File: src/hdl/slt_pkg.sv
package slt_pkg;

    typedef enum logic [3:0] {
        KIND_PLUS    = 4'd0,
        KIND_MINUS   = 4'd1,
        KIND_STAR    = 4'd2,
        KIND_SLASH   = 4'd3,
        KIND_ASSIGN  = 4'd4,
        KIND_UNKNOWN = 4'd5,
        KIND_IDENT   = 4'd6,
        KIND_LET     = 4'd7,
        KIND_PRINT   = 4'd8,
        KIND_NUMBER  = 4'd9,
        KIND_END     = 4'd10,
        KIND_CHAR    = 4'd11
    } kind_t;

    typedef enum logic [1:0] {
        MODE_IDLE = 2'd0,
        MODE_WORD = 2'd1,
        MODE_NUM  = 2'd2
    } mode_t;

    typedef enum logic [1:0] {
        ST_IDLE   = 2'd0,
        ST_DECODE = 2'd1,
        ST_CHARS  = 2'd2,
        ST_FRESH  = 2'd3
    } state_t;

    typedef struct packed {
        kind_t        kind;
        logic [15:0]  line;
        logic [15:0]  column;
        logic [30:0]  number;
        logic [5:0]   length;
        logic [7:0]   chr;
        logic         truncated;
        logic         last;
    } result_t;

    localparam logic [7:0]  CH_END     = 8'h00;
    localparam logic [7:0]  CH_NL      = 8'h0A;
    localparam logic [7:0]  CH_SPACE   = 8'h20;
    localparam logic [7:0]  CH_PLUS    = 8'h2B;
    localparam logic [7:0]  CH_MINUS   = 8'h2D;
    localparam logic [7:0]  CH_STAR    = 8'h2A;
    localparam logic [7:0]  CH_SLASH   = 8'h2F;
    localparam logic [7:0]  CH_ASSIGN  = 8'h3D;
    localparam logic [7:0]  CH_ZERO    = 8'h30;
    localparam logic [7:0]  CH_NINE    = 8'h39;
    localparam logic [7:0]  CH_UNDER   = 8'h5F;
    localparam logic [23:0] LET_WORD   = "let";
    localparam logic [39:0] PRINT_WORD = "print";
    localparam int          LET_LEN    = 3;
    localparam int          PRINT_LEN  = 5;
    localparam logic [30:0] NUM_MAX    = 31'h7FFF_FFFF;

    function automatic logic is_letter(input logic [7:0] c);
        return (c >= "A" && c <= "Z") || (c >= "a" && c <= "z");
    endfunction

    function automatic logic is_digit(input logic [7:0] c);
        return c >= CH_ZERO && c <= CH_NINE;
    endfunction

    function automatic logic is_word_char(input logic [7:0] c);
        return is_letter(c) || is_digit(c) || c == CH_UNDER;
    endfunction

    function automatic logic [7:0] let_char(input logic [1:0] i);
        logic [7:0] ch;
        unique case (i)
            2'd0:    ch = LET_WORD[23:16];
            2'd1:    ch = LET_WORD[15:8];
            2'd2:    ch = LET_WORD[7:0];
            default: ch = 8'h00;
        endcase
        return ch;
    endfunction

    function automatic logic [7:0] print_char(input logic [2:0] i);
        logic [7:0] ch;
        unique case (i)
            3'd0:    ch = PRINT_WORD[39:32];
            3'd1:    ch = PRINT_WORD[31:24];
            3'd2:    ch = PRINT_WORD[23:16];
            3'd3:    ch = PRINT_WORD[15:8];
            3'd4:    ch = PRINT_WORD[7:0];
            default: ch = 8'h00;
        endcase
        return ch;
    endfunction

endpackage

File: src/hdl/simple_language_tokenizer_core.sv
// Streaming tokenizer for a small language, one text byte per input beat.
// Input channel: char_valid / char_ready with char_code; byte 0 ends the text.
// Output channel: token_valid / token_ready, one token per beat;
// last_result marks the final beat caused by an input byte.
// Each byte is first captured, then decoded against the scan mode; its first
// token then goes into the output register.
// A byte that closes a number or keyword adds a further step, in which the byte
// itself is handled; a byte that closes an identifier first streams each stored
// name character out of the name memory, then handles the byte itself.
// Identifier characters are read from a single-port-read memory with a
// registered read port; the read for the next character is issued as the current
// one is sent. Writes happen only while a word is open and reads only while
// it is being closed, so the two never touch the same entry at once.
// A new byte is taken only when the previous one is fully handled; a finished
// token waits in an output register, so a stall on token_ready holds the
// pending beat and stops decoding until the register frees up.
// Reset clears the scanner: line 1, column 0, no open token, output empty.
module simple_language_tokenizer_core
    import slt_pkg::*;
#(
    parameter int MAX_NAME_LEN = 32
)
(
    input  logic        clk,
    input  logic        rst_n,
    input  logic        char_valid,
    output logic        char_ready,
    input  logic [7:0]  char_code,
    output logic        token_valid,
    input  logic        token_ready,
    output logic [3:0]  token_kind,
    output logic [15:0] token_line,
    output logic [15:0] token_column,
    output logic [30:0] number_value,
    output logic [5:0]  name_length,
    output logic [7:0]  name_char,
    output logic        name_truncated,
    output logic        last_result
);

    localparam int ADDR_W = $clog2(MAX_NAME_LEN);
    localparam int CNT_W  = $clog2(MAX_NAME_LEN + 1);
    localparam logic [CNT_W-1:0] CNT_MAX   = CNT_W'(MAX_NAME_LEN);
    localparam logic [CNT_W-1:0] CNT_ONE   = CNT_W'(1);
    localparam logic [CNT_W-1:0] CNT_LET   = CNT_W'(LET_LEN);
    localparam logic [CNT_W-1:0] CNT_PRINT = CNT_W'(PRINT_LEN);

    state_t            state_reg, state_next;
    mode_t             mode_reg, mode_next;
    logic [7:0]        byte_reg, byte_next;
    logic [CNT_W-1:0]  count_reg, count_next;
    logic [CNT_W-1:0]  idx_reg, idx_next;
    logic              ovf_reg, ovf_next;
    logic              kwl_reg, kwl_next;
    logic              kwp_reg, kwp_next;
    logic [30:0]       acc_reg, acc_next;
    logic [15:0]       sline_reg, sline_next;
    logic [15:0]       scol_reg, scol_next;
    logic [15:0]       line_reg, line_next;
    logic [15:0]       col_reg, col_next;

    logic              wr_en;
    logic [ADDR_W-1:0] wr_addr;
    logic              rd_en;
    logic [ADDR_W-1:0] rd_addr;
    logic [7:0]        rd_data;

    logic              emit;
    result_t           res;
    logic              can_emit;
    result_t           out_data;

    logic              is_cont;
    logic              is_num;
    logic              fresh_emits;
    logic              word_let;
    logic              word_print;
    logic              do_fresh;
    logic              fresh_go;
    logic              last_char;
    logic [34:0]       acc_prod;

    assign is_cont     = is_word_char(byte_reg);
    assign is_num      = is_digit(byte_reg);
    assign fresh_emits = !(is_letter(byte_reg) || is_num || byte_reg == CH_NL
                           || byte_reg == CH_SPACE);
    assign word_let    = !ovf_reg && count_reg == CNT_LET && kwl_reg;
    assign word_print  = !ovf_reg && count_reg == CNT_PRINT && kwp_reg;
    assign do_fresh    = (state_reg == ST_DECODE && mode_reg == MODE_IDLE)
                         || state_reg == ST_FRESH;
    assign fresh_go    = do_fresh && (!fresh_emits || can_emit);
    assign last_char   = idx_reg == (count_reg - CNT_ONE);
    assign acc_prod    = 35'({acc_reg, 3'b000}) + 35'({acc_reg, 1'b0})
                         + 35'(byte_reg - CH_ZERO);
    assign char_ready  = state_reg == ST_IDLE;

    always_comb
    begin
        state_next = state_reg;
        unique case (state_reg)
            ST_IDLE:
            begin
                if (char_valid)
                begin
                    state_next = ST_DECODE;
                end
            end
            ST_DECODE:
            begin
                unique case (mode_reg)
                    MODE_WORD:
                    begin
                        if (is_cont)
                        begin
                            state_next = ST_IDLE;
                        end
                        else if (can_emit)
                        begin
                            state_next = (word_let || word_print) ? ST_FRESH : ST_CHARS;
                        end
                    end
                    MODE_NUM:
                    begin
                        if (is_num)
                        begin
                            state_next = ST_IDLE;
                        end
                        else if (can_emit)
                        begin
                            state_next = ST_FRESH;
                        end
                    end
                    default:
                    begin
                        if (fresh_go)
                        begin
                            state_next = ST_IDLE;
                        end
                    end
                endcase
            end
            ST_CHARS:
            begin
                if (can_emit && last_char)
                begin
                    state_next = ST_FRESH;
                end
            end
            ST_FRESH:
            begin
                if (fresh_go)
                begin
                    state_next = ST_IDLE;
                end
            end
            default:
            begin
                state_next = ST_IDLE;
            end
        endcase
    end

    always_comb
    begin
        mode_next  = mode_reg;
        byte_next  = byte_reg;
        count_next = count_reg;
        idx_next   = idx_reg;
        ovf_next   = ovf_reg;
        kwl_next   = kwl_reg;
        kwp_next   = kwp_reg;
        acc_next   = acc_reg;
        sline_next = sline_reg;
        scol_next  = scol_reg;
        line_next  = line_reg;
        col_next   = col_reg;
        wr_en      = 1'b0;
        wr_addr    = count_reg[ADDR_W-1:0];
        rd_en      = 1'b0;
        rd_addr    = ADDR_W'(idx_reg + CNT_ONE);
        emit       = 1'b0;
        res        = '0;

        if (state_reg == ST_IDLE && char_valid)
        begin
            byte_next = char_code;
            col_next  = col_reg + 16'd1;
        end

        if (state_reg == ST_DECODE && mode_reg == MODE_WORD)
        begin
            if (is_cont)
            begin
                if (count_reg < CNT_MAX)
                begin
                    wr_en      = 1'b1;
                    count_next = count_reg + CNT_ONE;
                    if (count_reg < CNT_LET)
                    begin
                        kwl_next = kwl_reg && byte_reg == let_char(count_reg[1:0]);
                    end
                    if (count_reg < CNT_PRINT)
                    begin
                        kwp_next = kwp_reg && byte_reg == print_char(count_reg[2:0]);
                    end
                end
                else
                begin
                    ovf_next = 1'b1;
                end
            end
            else if (can_emit)
            begin
                emit       = 1'b1;
                mode_next  = MODE_IDLE;
                res.line   = sline_reg;
                res.column = scol_reg;
                if (word_let)
                begin
                    res.kind = KIND_LET;
                    res.last = !fresh_emits;
                end
                else if (word_print)
                begin
                    res.kind = KIND_PRINT;
                    res.last = !fresh_emits;
                end
                else
                begin
                    res.kind      = KIND_IDENT;
                    res.length    = 6'(count_reg);
                    res.truncated = ovf_reg;
                    rd_en         = 1'b1;
                    rd_addr       = '0;
                    idx_next      = '0;
                end
            end
        end

        if (state_reg == ST_DECODE && mode_reg == MODE_NUM)
        begin
            if (is_num)
            begin
                acc_next = (acc_prod > 35'(NUM_MAX)) ? NUM_MAX : acc_prod[30:0];
            end
            else if (can_emit)
            begin
                emit       = 1'b1;
                mode_next  = MODE_IDLE;
                res.kind   = KIND_NUMBER;
                res.line   = sline_reg;
                res.column = scol_reg;
                res.number = acc_reg;
                res.last   = !fresh_emits;
            end
        end

        if (state_reg == ST_CHARS && can_emit)
        begin
            emit     = 1'b1;
            res.kind = KIND_CHAR;
            res.chr  = rd_data;
            res.last = last_char && !fresh_emits;
            idx_next = idx_reg + CNT_ONE;
            rd_en    = !last_char;
        end

        if (fresh_go)
        begin
            mode_next  = MODE_IDLE;
            res.line   = line_reg;
            res.column = col_reg;
            res.last   = 1'b1;
            emit       = fresh_emits;
            if (byte_reg == CH_END)
            begin
                res.kind  = KIND_END;
                line_next = 16'd1;
                col_next  = 16'd0;
            end
            else if (is_letter(byte_reg))
            begin
                mode_next  = MODE_WORD;
                sline_next = line_reg;
                scol_next  = col_reg;
                count_next = CNT_ONE;
                ovf_next   = 1'b0;
                kwl_next   = byte_reg == let_char(2'd0);
                kwp_next   = byte_reg == print_char(3'd0);
                wr_en      = 1'b1;
                wr_addr    = '0;
            end
            else if (is_num)
            begin
                mode_next  = MODE_NUM;
                sline_next = line_reg;
                scol_next  = col_reg;
                acc_next   = 31'(byte_reg - CH_ZERO);
            end
            else if (byte_reg == CH_NL)
            begin
                line_next = line_reg + 16'd1;
                col_next  = 16'd0;
            end
            else
            begin
                priority case (byte_reg)
                    CH_PLUS:   res.kind = KIND_PLUS;
                    CH_MINUS:  res.kind = KIND_MINUS;
                    CH_STAR:   res.kind = KIND_STAR;
                    CH_SLASH:  res.kind = KIND_SLASH;
                    CH_ASSIGN: res.kind = KIND_ASSIGN;
                    default:
                    begin
                        res.kind   = KIND_UNKNOWN;
                        res.line   = '0;
                        res.column = '0;
                    end
                endcase
            end
        end
    end

    always_ff @(posedge clk or negedge rst_n)
    begin
        if (!rst_n)
        begin
            state_reg <= ST_IDLE;
            mode_reg  <= MODE_IDLE;
            count_reg <= '0;
            idx_reg   <= '0;
            ovf_reg   <= 1'b0;
            kwl_reg   <= 1'b0;
            kwp_reg   <= 1'b0;
            acc_reg   <= '0;
            sline_reg <= '0;
            scol_reg  <= '0;
            line_reg  <= 16'd1;
            col_reg   <= '0;
        end
        else
        begin
            state_reg <= state_next;
            mode_reg  <= mode_next;
            count_reg <= count_next;
            idx_reg   <= idx_next;
            ovf_reg   <= ovf_next;
            kwl_reg   <= kwl_next;
            kwp_reg   <= kwp_next;
            acc_reg   <= acc_next;
            sline_reg <= sline_next;
            scol_reg  <= scol_next;
            line_reg  <= line_next;
            col_reg   <= col_next;
        end
    end

    always_ff @(posedge clk)
    begin
        byte_reg <= byte_next;
    end

    slt_name_store #(
        .MAX_NAME_LEN (MAX_NAME_LEN),
        .ADDR_W       (ADDR_W)
    ) u_name_store (
        .clk     (clk),
        .wr_en   (wr_en),
        .wr_addr (wr_addr),
        .wr_data (byte_reg),
        .rd_en   (rd_en),
        .rd_addr (rd_addr),
        .rd_data (rd_data)
    );

    slt_out_stage u_out_stage (
        .clk       (clk),
        .rst_n     (rst_n),
        .load      (emit),
        .load_data (res),
        .can_load  (can_emit),
        .valid     (token_valid),
        .ready     (token_ready),
        .data      (out_data)
    );

    assign token_kind     = out_data.kind;
    assign token_line     = out_data.line;
    assign token_column   = out_data.column;
    assign number_value   = out_data.number;
    assign name_length    = out_data.length;
    assign name_char      = out_data.chr;
    assign name_truncated = out_data.truncated;
    assign last_result    = out_data.last;

endmodule

File: src/hdl/slt_name_store.sv
module slt_name_store
    import slt_pkg::*;
#(
    parameter int MAX_NAME_LEN = 32,
    parameter int ADDR_W       = 5
)
(
    input  logic              clk,
    input  logic              wr_en,
    input  logic [ADDR_W-1:0] wr_addr,
    input  logic [7:0]        wr_data,
    input  logic              rd_en,
    input  logic [ADDR_W-1:0] rd_addr,
    output logic [7:0]        rd_data
);

    logic [7:0] name_mem [MAX_NAME_LEN];
    logic [7:0] rd_data_reg;

    always_ff @(posedge clk)
    begin
        if (wr_en)
        begin
            name_mem[wr_addr] <= wr_data;
        end
        if (rd_en)
        begin
            rd_data_reg <= name_mem[rd_addr];
        end
    end

    assign rd_data = rd_data_reg;

endmodule

File: src/hdl/slt_out_stage.sv
module slt_out_stage
    import slt_pkg::*;
(
    input  logic    clk,
    input  logic    rst_n,
    input  logic    load,
    input  result_t load_data,
    output logic    can_load,
    output logic    valid,
    input  logic    ready,
    output result_t data
);

    logic    valid_reg;
    logic    valid_next;
    result_t data_reg;

    assign can_load = !valid_reg || ready;

    always_comb
    begin
        valid_next = valid_reg;
        if (load)
        begin
            valid_next = 1'b1;
        end
        else if (ready)
        begin
            valid_next = 1'b0;
        end
    end

    always_ff @(posedge clk or negedge rst_n)
    begin
        if (!rst_n)
        begin
            valid_reg <= 1'b0;
        end
        else
        begin
            valid_reg <= valid_next;
        end
    end

    always_ff @(posedge clk)
    begin
        if (load)
        begin
            data_reg <= load_data;
        end
    end

    assign valid = valid_reg;
    assign data  = data_reg;

endmodule

File: config.mk
export PLATFORM = sky130hd
export DESIGN_NAME = simple_language_tokenizer_core
export DESIGN_NICKNAME = d
export VERILOG_FILES = /design/src/hdl/slt_pkg.sv /design/src/hdl/simple_language_tokenizer_core.sv /design/src/hdl/slt_name_store.sv /design/src/hdl/slt_out_stage.sv
export SDC_FILE = /design/constraint.sdc
export NUM_CORES = 1
export LEC_CHECK = 0
export BUFFER_PORTS_ARGS = -buffer_cell sky130_fd_sc_hd__buf_2
export CAP_MARGIN = 20
export CORE_MARGIN = 2
export CORE_UTILIZATION = 35
export DETAILED_ROUTE_END_ITERATION = 8
export HOLD_SLACK_MARGIN = 0.02
export PLACE_DENSITY = 0.59
export SLEW_MARGIN = 25
export SYNTH_ARGS = -nofsm -noshare
export SYNTH_HDL_FRONTEND = slang
export SYNTH_HIERARCHICAL = 1
export SYNTH_SLANG_ARGS = --single-unit
File: constraint.sdc
create_clock -name clk -period 9 [get_ports clk]
set_input_delay 0.45 -clock clk [delete_from_list [all_inputs] [get_ports clk]]
set_output_delay 0.45 -clock clk [all_outputs]
set_load 0.01 [all_outputs]
=== Word-level counts from Yosys, hierarchy flattened ===
Memory sizes are Yosys's and may differ from the RTL's. A register that Yosys moved wholly into a read port is not among the register bits.
Cells that the tools add are included.

* Flip-flop bits (word level): 206
* Bits in writable memories: 256
* Bits of input ports: 12
* Output and inout bits: 85
* Word-level logic and storage cells: 269
* Memories: 1

{| class="wikitable"
|+ Memory list
! memory !! words !! width !! rd ports !! clocked after Yosys merged registers in !! write ports !! line !! text
|-
| u_name_store.name_mem || 32 || 8 || 1 || 1 || 1 || slt_name_store.sv:17 || <nowiki>logic [7:0] name_mem [MAX_NAME_LEN];</nowiki>
|}

* Add/sub/neg operators: 9
* $lt $le $gt $ge: 10
* Eq/ne operators: 35
* Mux-type cells: 141
* Bitwise operators: 4
* Reduce and logical (&&, ||, !) cells: 47

{| class="wikitable"
|+ Operators with widths
! operator !! number
|-
| $mux 36 || 7
|-
| $mux 16 || 14
|-
| $mux 31 || 7
|-
| $mux 67 || 3
|-
| $mux 6 || 12
|-
| $mux 32 || 2
|-
| $mux 8 || 8
|-
| $mux 1 || 54
|-
| $eq 8x6->1 const B || 6
|-
| $mux 5 || 8
|-
| $add 34x32->35 || 1
|-
| $add 35x35->35 || 1
|-
| $gt 35x31->1 const B || 1
|-
| $pmux 7 s5 || 1
|-
| $mux 2 || 17
|-
| $add 16x1->16 const B || 2
|-
| $eq 8x7->1 const B || 3
|-
| $pmux 7 s3 || 1
|-
| $sub 8x6->9 const B || 2
|-
| $logic_and 1x1->1 || 17
|-
| $eq 8x8->1 || 2
|-
| $ge 8x7->1 const B || 2
|-
| $le 8x7->1 const B || 2
|-
| $mux 4 || 4
|-
| other kinds (34) || 69
|}

=== Logic depth before layout (Yosys ltp) ===
Gate-level depths: netlist of run 1.

* Word-level depth: 17
* Gate-level depth with buffers: 16
* Gate-level depth less buffers: 12

=== By module ===
The synthesis of run 1 kept the hierarchy.

{| class="wikitable"
|+ Modules (own cells, without submodules)
! module !! instances !! cells each !! area an instance (µm²) !! seq. area each (µm²)
|-
| slt_name_store || 1 || 417 || 10133.5 || 7927.6
|-
| simple_language_tokenizer_core || 1 || 1036 || 9591.7 || 3094.2
|-
| slt_out_stage || 1 || 86 || 2539.9 || 2517.4
|}

=== Worst setup path before layout of run 1 ===
Ideal clock, no wire load.

* Path type: register -> register
* Start point: register byte_reg[4]
* End point: register u_out_stage.valid_reg (netlist: u_out_stage/valid)
* Library setup time: 96 ps
* Arrival time: 7327 ps
* Required time: 8904 ps
* Setup slack: 1578 ps
* Stages on the path, launching flop included: 10
* Buffers on the path: 0
* Period minus slack after synthesis: 7422 ps
* Cell sequence: edfxtp_1 -> inv_1 -> ha_1 -> or3b_1 -> a21oi_1 -> o21ai_1 -> o211ai_1 -> nand2_2 -> a31oi_1 -> nand2b_2

* Longest elaborated chain between the ends: 13
* Elaborated cells between the ends (all ways): 29
* Those cells by class: order compare: 6; eq/ne: 3; mux: 8; reduce/logical: 12

{| class="wikitable"
|+ Ends and longest elaborated chain
! item !! line !! text
|-
| from (decl) || simple_language_tokenizer_core.sv:50 || <nowiki>logic [7:0] byte_reg, byte_next;</nowiki>
|-
| from (signal assigned) || simple_language_tokenizer_core.sv:360 || <nowiki>byte_reg <= byte_next;</nowiki>
|-
| $ge 8x7->1 or $le 8x7->1 (tied branches) || slt_pkg.sv:60 || <nowiki>return (c >= "A" && c <= "Z") || (c >= "a" && c <= "z");</nowiki>
|-
| $logic_and 1x1->1 || slt_pkg.sv:60 ||
|-
| $logic_or 1x1->1 || slt_pkg.sv:60 ||
|-
| $logic_or 1x1->1 || slt_pkg.sv:68, simple_language_tokenizer_core.sv:85 ||
|-
| $logic_or 1x1->1 || slt_pkg.sv:68 || <nowiki>return is_letter(c) || is_digit(c) || c == CH_UNDER;</nowiki>
|-
| $mux 1 || simple_language_tokenizer_core.sv:192 || <nowiki>if (is_cont)</nowiki>
|-
| $mux 1 || simple_language_tokenizer_core.sv:190 || <nowiki>if (state_reg == ST_DECODE && mode_reg == MODE_WORD)</nowiki>
|-
| $mux 1 || simple_language_tokenizer_core.sv:246 || <nowiki>else if (can_emit)</nowiki>
|-
| $mux 1 || simple_language_tokenizer_core.sv:242 || <nowiki>if (is_num)</nowiki>
|-
| $mux 1 || simple_language_tokenizer_core.sv:240 || <nowiki>if (state_reg == ST_DECODE && mode_reg == MODE_NUM)</nowiki>
|-
| $mux 1 || simple_language_tokenizer_core.sv:258 || <nowiki>if (state_reg == ST_CHARS && can_emit)</nowiki>
|-
| $mux 1 (*) || simple_language_tokenizer_core.sv:268 || <nowiki>if (fresh_go)</nowiki>
|-
| named net emit || simple_language_tokenizer_core.sv:68 || <nowiki>logic emit;</nowiki>
|-
| $mux 1 or $reduce_bool 2->1 (tied branches) || - ||
|-
| to (signal assigned) || slt_out_stage.sv:41 || <nowiki>valid_reg <= valid_next;</nowiki>
|-
| to (decl) || slt_out_stage.sv:14 || <nowiki>logic valid_reg;</nowiki>
|}

Mark *: on every way through the listed nets, which the timed path passes. The rest lies on a longest branch.
A chain may end at the register's enable or synchronous reset.

=== Worst setup path after layout of run 1 ===
* Start point: register byte_reg[4]
* End point: register u_name_store.rd_data_reg[6] (netlist: u_name_store/rd_data[6]) (read register of u_name_store.name_mem) (data pin)

* Elaborated cells between the ends (all ways): 18
* Those cells by class: order compare: 6; eq/ne: 1; mux: 5; reduce/logical: 6

{| class="wikitable"
|+ RTL lines
! item !! line !! text
|-
| $ge 8x7->1 or $le 8x7->1 (tied branches) || slt_pkg.sv:60 ||
|-
| $logic_and 1x1->1 || slt_pkg.sv:60 ||
|-
| $logic_or 1x1->1 || slt_pkg.sv:60 ||
|-
| $logic_or 1x1->1 || slt_pkg.sv:68 ||
|-
| $logic_or 1x1->1 (*) || slt_pkg.sv:68 ||
|-
| $mux 5 (*) || simple_language_tokenizer_core.sv:192 ||
|-
| $mux 5 (*) || simple_language_tokenizer_core.sv:190 ||
|-
| named net rd_addr[0] || simple_language_tokenizer_core.sv:65 || <nowiki>logic [ADDR_W-1:0] rd_addr;</nowiki>
|-
| to (decl) || slt_name_store.sv:18 || <nowiki>logic [7:0] rd_data_reg;</nowiki>
|}

Marked as above.

==> flow_summary.ini, run 1 <==
[timing]
fmax_mhz = 179
setup-violations-final = 0
post-route-worst-setup-slack_ps = 3410
period_share_pct = 62.2
timing.setup.tns_ps = 0
finalWorstPathRequiredPeriod_ps = 5590
worst_clock_skew_ps = 30.3
maxSlewViolCount = 0
relSlewSlack_pct = 28.7
timing_hold_violations_final = 0
worst_margin_pin_slew_ps = 1070
rsz_0062_raised_after_global_routing = false

[clock_network]
ctsHtreeMaxLevel = 2
cts.repair_timing.setup_buffer_count = 0
cts.hold.buffers_added = 7
clock_transition_at_path_regs_ps = 60
clock_sinks = 470
tritoncts = done
clockRootBuffer = sky130_fd_sc_hd__clkbuf_16
insertion_delay_ps = 610
cts_repair_resize_count = 0
cts_buf_count = 52
clk_buf_depth = 3

[min_path]
hold_class = in -> reg

[finish]
final_cell_mix = sky130_fd_sc_hd__edfxtp_1 (355), sky130_fd_sc_hd__dfrtp_1 (114), sky130_fd_sc_hd__buf_2 (95)
design.final.nets = 1740
antenna-diode-count = 0
max_reg_flops = 256
design_area_um2 = 25500
fillCellCount = 5752
layout.cells.most_common = sky130_fd_sc_hd__edfxtp_1
layout-area-overhead-vs-synth_pct = 14.7
drive_gt1_share_pct = 22.2

[critical_path]
crit_path_start_kind = register
required_ps = 9360
r2r-start = byte_reg[4]
critPathArrivalTime_ps = 5950
setup.reg_to_reg.worst_slack_ps = 3410
sort_of_element_at_the_end_of_the_critical_path = register
setup.worst_path.class = reg -> reg
worst_setup_path_endpoint = u_name_store/rd_data[6]
setup.worst_path.start = byte_reg[4]
crit_fanout = 40
reg2reg_depth = 14
worstReg2RegEnd = u_name_store/rd_data[6]

[grt]
global_route.usage.total_pct = 16.4
grt_overflow = 0
global_route_wire_length_before_repair_um = 83900
maximum_number_of_pins_on_one_net_before_global_route_repair = 66
first_global_vias = 13900
antenna_found_initial = 1

[place]
post-place-ws_ps = 3200
post_dp_cell_area_um2 = 23700
post_detail_place_hpwl_um = 35300
globalplace.congestion = 0.873
place.port_buffers = 96

[routing]
total_number_of_vias = 13700
drt_iter0_drc = 1051
vias_per_cell = 5.41
route.detailed.wl_per_inst_um = 21.2
drt-total-wl_um = 53700
drt.antenna.violating_nets = 0
drc = 0
drt_pass1_iterations = 5

[power]
power.ir.vdd_worst_uv = 163
share_clk_of_total_power_pct = 26.3
internal_power_w = 0.00526
swShare_pct = 35.7
power_frac_seq_pct = 37.1
combPwrFrac_pct = 36.5
power.switching_w = 0.00292
total_leakage_power_nw = 9.54
power-per-cell-area_nw_per_um2 = 320

[synth]
syn-mean-instance-area_um2 = 14.5
edff_count_synth = 355
post_synth_inst_count = 1539
synthesis.nets = 1636
synthFlopType = sky130_fd_sc_hd__edfxtp_1
ys_ff_latch = 470
yosys_warnings = 6
yosys.area_share.adder_pct = 5.79
mappedNetlistArea_um2 = 22300
synth_seq_area_share_pct = 60.8
synth.top_cells.by_area = sky130_fd_sc_hd__edfxtp_1 (48%), sky130_fd_sc_hd__dfrtp_1 (13%), sky130_fd_sc_hd__mux4_2 (8.1%)
dominant_combinational_cell_family_by_area_after_synthesis = multiplexers
postSynth.asyncResetShare_pct = 24.5
synth.area.mux_share_pct = 10.2
synth.distinct_cells = 93
synth_top_area_share_pct = 47.9
synthSimpleGateAreaFrac_pct = 8.96
synth_largest_area_cell = sky130_fd_sc_hd__edfxtp_1
synth-compound-area-share_pct = 8.91
synth_xor_area_share_pct = 2.87

[die]
placementRows = 92
dieArea_um2 = 65600
ioPinCount = 97
die_width_um = 256
placeableCoreArea_um2 = 63000
chipHeight_um = 256
start_util_pct = 35.4

[run_status]
run_status = completed

[run]
maxCapViolations = 0
==> critical path: stages, from the launching register on <==
cell,delay [ps]
sky130_fd_sc_hd__edfxtp_1,360
sky130_fd_sc_hd__buf_4,270
sky130_fd_sc_hd__inv_1,280
sky130_fd_sc_hd__ha_1,370
sky130_fd_sc_hd__inv_1,70
sky130_fd_sc_hd__o21ai_0,220
sky130_fd_sc_hd__a22oi_2,140
sky130_fd_sc_hd__a211o_1,460
sky130_fd_sc_hd__and4_1,430
sky130_fd_sc_hd__nor2_4,150
sky130_fd_sc_hd__buf_4,540
sky130_fd_sc_hd__buf_4,650
sky130_fd_sc_hd__mux4_2,580
sky130_fd_sc_hd__mux4_2,510
sky130_fd_sc_hd__mux2_2,280
==> how the worst min path moves through the flow <==
stage / startpoint / slack (ps) / depth (start not counted) / to
6_report: char_code[2] / 40 / 1 / byte_reg[2]
5_1_grt: char_code[2] / 20 / 1 / byte_reg[2]
4_1_cts: char_code[2] / 20 / 1 / byte_reg[2]
3_5_place_dp: sline_reg[1] / 480 / 1 / sline_reg[1]
3_3_place_gp: sline_reg[1] / 470 / 1 / sline_reg[1]
2_1_floorplan: rst_n / 150 / 0 / asynchronous set/reset pin
==> layer usage <==
layer	up-vias	GRT usage, %	routed length (um)
met5	-	0	0
met1	7031	22.1	23300
li1	6171	-	-
met3	65	2.71	3060
met2	435	27.5	26300
met4	0	4.19	979
==> synthesized netlist by cell type (4+ instances only) <==
library cell               instances
sky130_fd_sc_hd__edfxtp_1        355
sky130_fd_sc_hd__xor2_1           50
sky130_fd_sc_hd__o21ai_0          54
sky130_fd_sc_hd__clkbuf_1         42
sky130_fd_sc_hd__o22ai_1           6
sky130_fd_sc_hd__dfrtp_1         114
sky130_fd_sc_hd__a211oi_1          8
sky130_fd_sc_hd__a22o_1           34
sky130_fd_sc_hd__xnor2_1          23
sky130_fd_sc_hd__or3_1            10
sky130_fd_sc_hd__nand4_1          21
sky130_fd_sc_hd__nor4_1            5
sky130_fd_sc_hd__buf_2            12
sky130_fd_sc_hd__ha_1             55
sky130_fd_sc_hd__nor2b_1           7
sky130_fd_sc_hd__fa_1             30
sky130_fd_sc_hd__a211oi_2          4
sky130_fd_sc_hd__o211ai_1          6
sky130_fd_sc_hd__a41oi_1           5
sky130_fd_sc_hd__o21a_1            8
sky130_fd_sc_hd__o221ai_1         10
sky130_fd_sc_hd__a31o_2            4
sky130_fd_sc_hd__and3_1           50
sky130_fd_sc_hd__buf_4             8
sky130_fd_sc_hd__nand2b_1          7
sky130_fd_sc_hd__o21ai_1           7
sky130_fd_sc_hd__a21boi_0          5
sky130_fd_sc_hd__a221oi_1          4
sky130_fd_sc_hd__nor3_1           30
sky130_fd_sc_hd__nand3b_1          5
sky130_fd_sc_hd__inv_1            32
sky130_fd_sc_hd__nand2_1          72
sky130_fd_sc_hd__buf_6             7
sky130_fd_sc_hd__a21oi_1          72
sky130_fd_sc_hd__nand3_1          32
sky130_fd_sc_hd__and2_1           14
sky130_fd_sc_hd__a31oi_1          10
sky130_fd_sc_hd__buf_1             6
sky130_fd_sc_hd__mux4_2           80
sky130_fd_sc_hd__mux2_2           36
sky130_fd_sc_hd__a311oi_1          4
sky130_fd_sc_hd__a211o_1           5
sky130_fd_sc_hd__nor2_1          111
sky130_fd_sc_hd__a21o_1            9
sky130_fd_sc_hd__mux2_1            5
==> through the flow <==
stage                     util [%]  cells  power [W]  hold WS (ps)
final                         40.6   2532    0.00817          43.8
after global routing          40.6   2532    0.00867          21.4
after CTS                     40.5   2530    0.00825          20.9
after detailed placement      37.6   2426    0.00607           481
after global placement        37.6   2426    0.00602           469
after floorplan                  -   1539    0.00524           154
==> cell type report <==
cell class	instances	area, um^2	share of cell area (%)
multi-input combinational	957	8300	32.5
clock buffer	69	1450	5.67
tap	846	1060	4.14
timing repair buffer	129	776	3.04
inverter	33	124	0.485
clock inverter	28	300	1.18
sequential	470	13500	53.0
==> power groups by stage <==
stage | clock [W] | sequential, W | combinational [W]
final | 0.00215 | 0.00303 | 0.00299
after global routing | 0.00229 | 0.00309 | 0.00329
after CTS | 0.00221 | 0.00305 | 0.00300
after detailed placement | 0 | 0.00309 | 0.00298
after global placement | 0 | 0.00309 | 0.00293
after floorplan | 0 | 0.00318 | 0.00206
==> logic make-up (layout without fill, tap and decap cells) <==
logic type,count (synthesis),in the layout
mux,122,122
compound gates,288,288
xor+xnor,73,73
simple gates,389,389
buf+inv,112,259
fa+ha+maj,85,85
flops,470,470
(Power assumes the default switching activity.)
==> run 2: changes to the inputs <==
Clock period 9 ns to 5.7 ns, I/O delays scaled along.
==> run 2 against run 1 <==
Against the previous run: final cell count about the same; die area is the same; final area decreased by 0.25%; largest cell class unchanged; highest routed layer unchanged.
==> flow_summary.ini, run 2 (synthesized netlist as in run 1, its figures left out) <==
[clock_network]
cts_repair_resize_count = 0
cts_buf_count = 50
ctsHtreeMaxLevel = 2
cts.repair_timing.setup_buffer_count = 0
insertion_delay_ps = 600
clockRootBuffer = sky130_fd_sc_hd__clkbuf_16
tritoncts = done
clk_buf_depth = 3
cts.hold.buffers_added = 9
clock_sinks = 470
clock_transition_at_path_regs_ps = 60

[min_path]
hold_class = in -> reg

[critical_path]
setup.worst_path.class = reg -> reg
crit_path_start_kind = register
critical_path.cell_chain = ha_1 -> nor3_4 -> buf_4 -> fa_1 -> ha_1 -> a211oi_1 -> o21ai_0 -> a21boi_0 -> o21ai_1 -> a31oi_1 -> mux2_2 -> or4_1 -> a221o_1
timing.critical_path.slowest_stage_cell = sky130_fd_sc_hd__nor3_4
crit_fanout = 17
sort_of_element_at_the_end_of_the_critical_path = register
crit_path_frequent_cell = sky130_fd_sc_hd__ha_1
critPathArrivalTime_ps = 5520
cpPeakStageDelay_ps = 640
required_ps = 6170

[finish]
postLayoutCoreUtil_pct = 40.5
layout.cells.most_common = sky130_fd_sc_hd__edfxtp_1
instances_no_fill = 2531
antenna-diode-count = 0
drive_gt1_share_pct = 21.3
final_cell_mix = sky130_fd_sc_hd__edfxtp_1 (355), sky130_fd_sc_hd__dfrtp_1 (114), sky130_fd_sc_hd__nor2_1 (107)
layout-area-overhead-vs-synth_pct = 14.4
design.final.nets = 1744
max_reg_flops = 256

[power]
total_leakage_power_nw = 9.55
swShare_pct = 35.7
power.ir.vdd_worst_uv = 269
power_frac_seq_pct = 37.4
combPwrFrac_pct = 37.2
power-per-cell-area_nw_per_um2 = 505
internal_power_w = 0.00827
power.switching_w = 0.00459
share_clk_of_total_power_pct = 25.3

[routing]
met3WireLength_um = 2970
drt-met1-wl_um = 23400
drc = 0
route.detailed.wl_per_inst_um = 21.0
drt.antenna.violating_nets = 0
drt-total-wl_um = 53200
route.top_layer_used = met4
drt_pass1_iterations = 5
total_number_of_vias = 13600
drt_iter0_drc = 1021
wl_met2_um = 25800
vias_per_cell = 5.38

[timing]
setup-violations-final = 0
timing.setup.tns_ps = 0
fmax_mhz = 198
worst_margin_pin_slew_ps = 1050
period_share_pct = 88.6
relSlewSlack_pct = 30.3
finalWorstPathRequiredPeriod_ps = 5050
rsz_0062_raised_after_global_routing = false
post-route-worst-setup-slack_ps = 650
timing_hold_violations_final = 0
worst_clock_skew_ps = 17.1
maxSlewViolCount = 0

[die]
dieArea_um2 = 65600
die_width_um = 256
placeableCoreArea_um2 = 63000
start_util_pct = 35.4
placementRows = 92
chipHeight_um = 256
ioPinCount = 97

[grt]
antenna_found_initial = 0
global_route_wire_length_before_repair_um = 83500
maximum_number_of_pins_on_one_net_before_global_route_repair = 71
global_route.usage.total_pct = 16.3
first_global_vias = 13800
grt_overflow = 0

[run]
maxCapViolations = 0

[place]
post-place-cells = 2432
globalplace.congestion = 0.852
post-place-ws_ps = 666
place.port_buffers = 96
post_detail_place_hpwl_um = 35500

[run_status]
run_status = completed
==> run 2: changes by cell type in the layout (fill, tap and decap cells not counted), moves of 2 or more <==
| cell | change |
|---|---|
| sky130_fd_sc_hd__buf_12 | +4 |
| sky130_fd_sc_hd__clkbuf_16 | -2 |
| sky130_fd_sc_hd__clkinvlp_4 | -3 |
| sky130_fd_sc_hd__dlygate4sd3_1 | +2 |
| sky130_fd_sc_hd__inv_16 | -2 |
| sky130_fd_sc_hd__nor2_1 | +14 |
| sky130_fd_sc_hd__nor2_2 | -12 |
| sky130_fd_sc_hd__nor2_4 | -2 |
==> run 2: worst max-delay path: cells and delay by family (launching register included) <==
| family | cells | cell delay [ps] |
|---|---|---|
| adders and majority gates | 3 | 1190 |
| and+or+nand+nor | 2 | 1050 |
| AOI/OAI and AO/OA | 6 | 1430 |
| buffers and inverters | 1 | 400 |
| DFF | 1 | 390 |
| muxes | 1 | 440 |
==> run 2: layout make-up <==
type | instances | area [um^2]
fill | 5745 | 37500
sequential | 470 | 13500
multi-input combinational | 957 | 8260
clock buffer | 67 | 1390
tap | 846 | 1060
timing repair buffer | 135 | 852
clock inverter | 23 | 264
inverter | 33 | 124
==> run 2: final timing paths <==
check                        startpoint            to  slack [ps]  cells after the start
max                         byte_reg[4]   acc_reg[22]         650                     13
min                          char_valid  state_reg[0]          80                      3
max reg2reg                 byte_reg[4]   acc_reg[22]         650                     13
min reg2reg                sline_reg[3]  sline_reg[3]         490                      1
max in group asynchronous         rst_n   acc_reg[12]        4300                      3
min in group asynchronous         rst_n  scol_reg[15]         280                      2
==> run 2: power by group through the flow <==
stage                     logic, W  registers (W)  clock network, W
after floorplan            0.00326        0.00499                 0
after global placement     0.00476        0.00489                 0
after detailed placement   0.00480        0.00490                 0
after CTS                  0.00483        0.00483           0.00335
after global routing       0.00529        0.00489           0.00349
final                      0.00479        0.00482           0.00326
==> run 2: through the flow <==
stage               area (um^2)  hold WS, ps  power [W]
finish                    25500         81.1     0.0129
global route              25500         74.1     0.0137
CTS                       25500         51.4     0.0130
detailed placement        23700          476    0.00970
global placement          23700          468    0.00965
floorplan                 22300        -10.6    0.00825
==> run 2: routing by layer <==
metal | up-vias | track usage [%]
met5 | - | 0
met4 | 0 | 4.30
met3 | 69 | 2.87
met2 | 352 | 27.0
met1 | 7032 | 22.1
li1 | 6172 | -
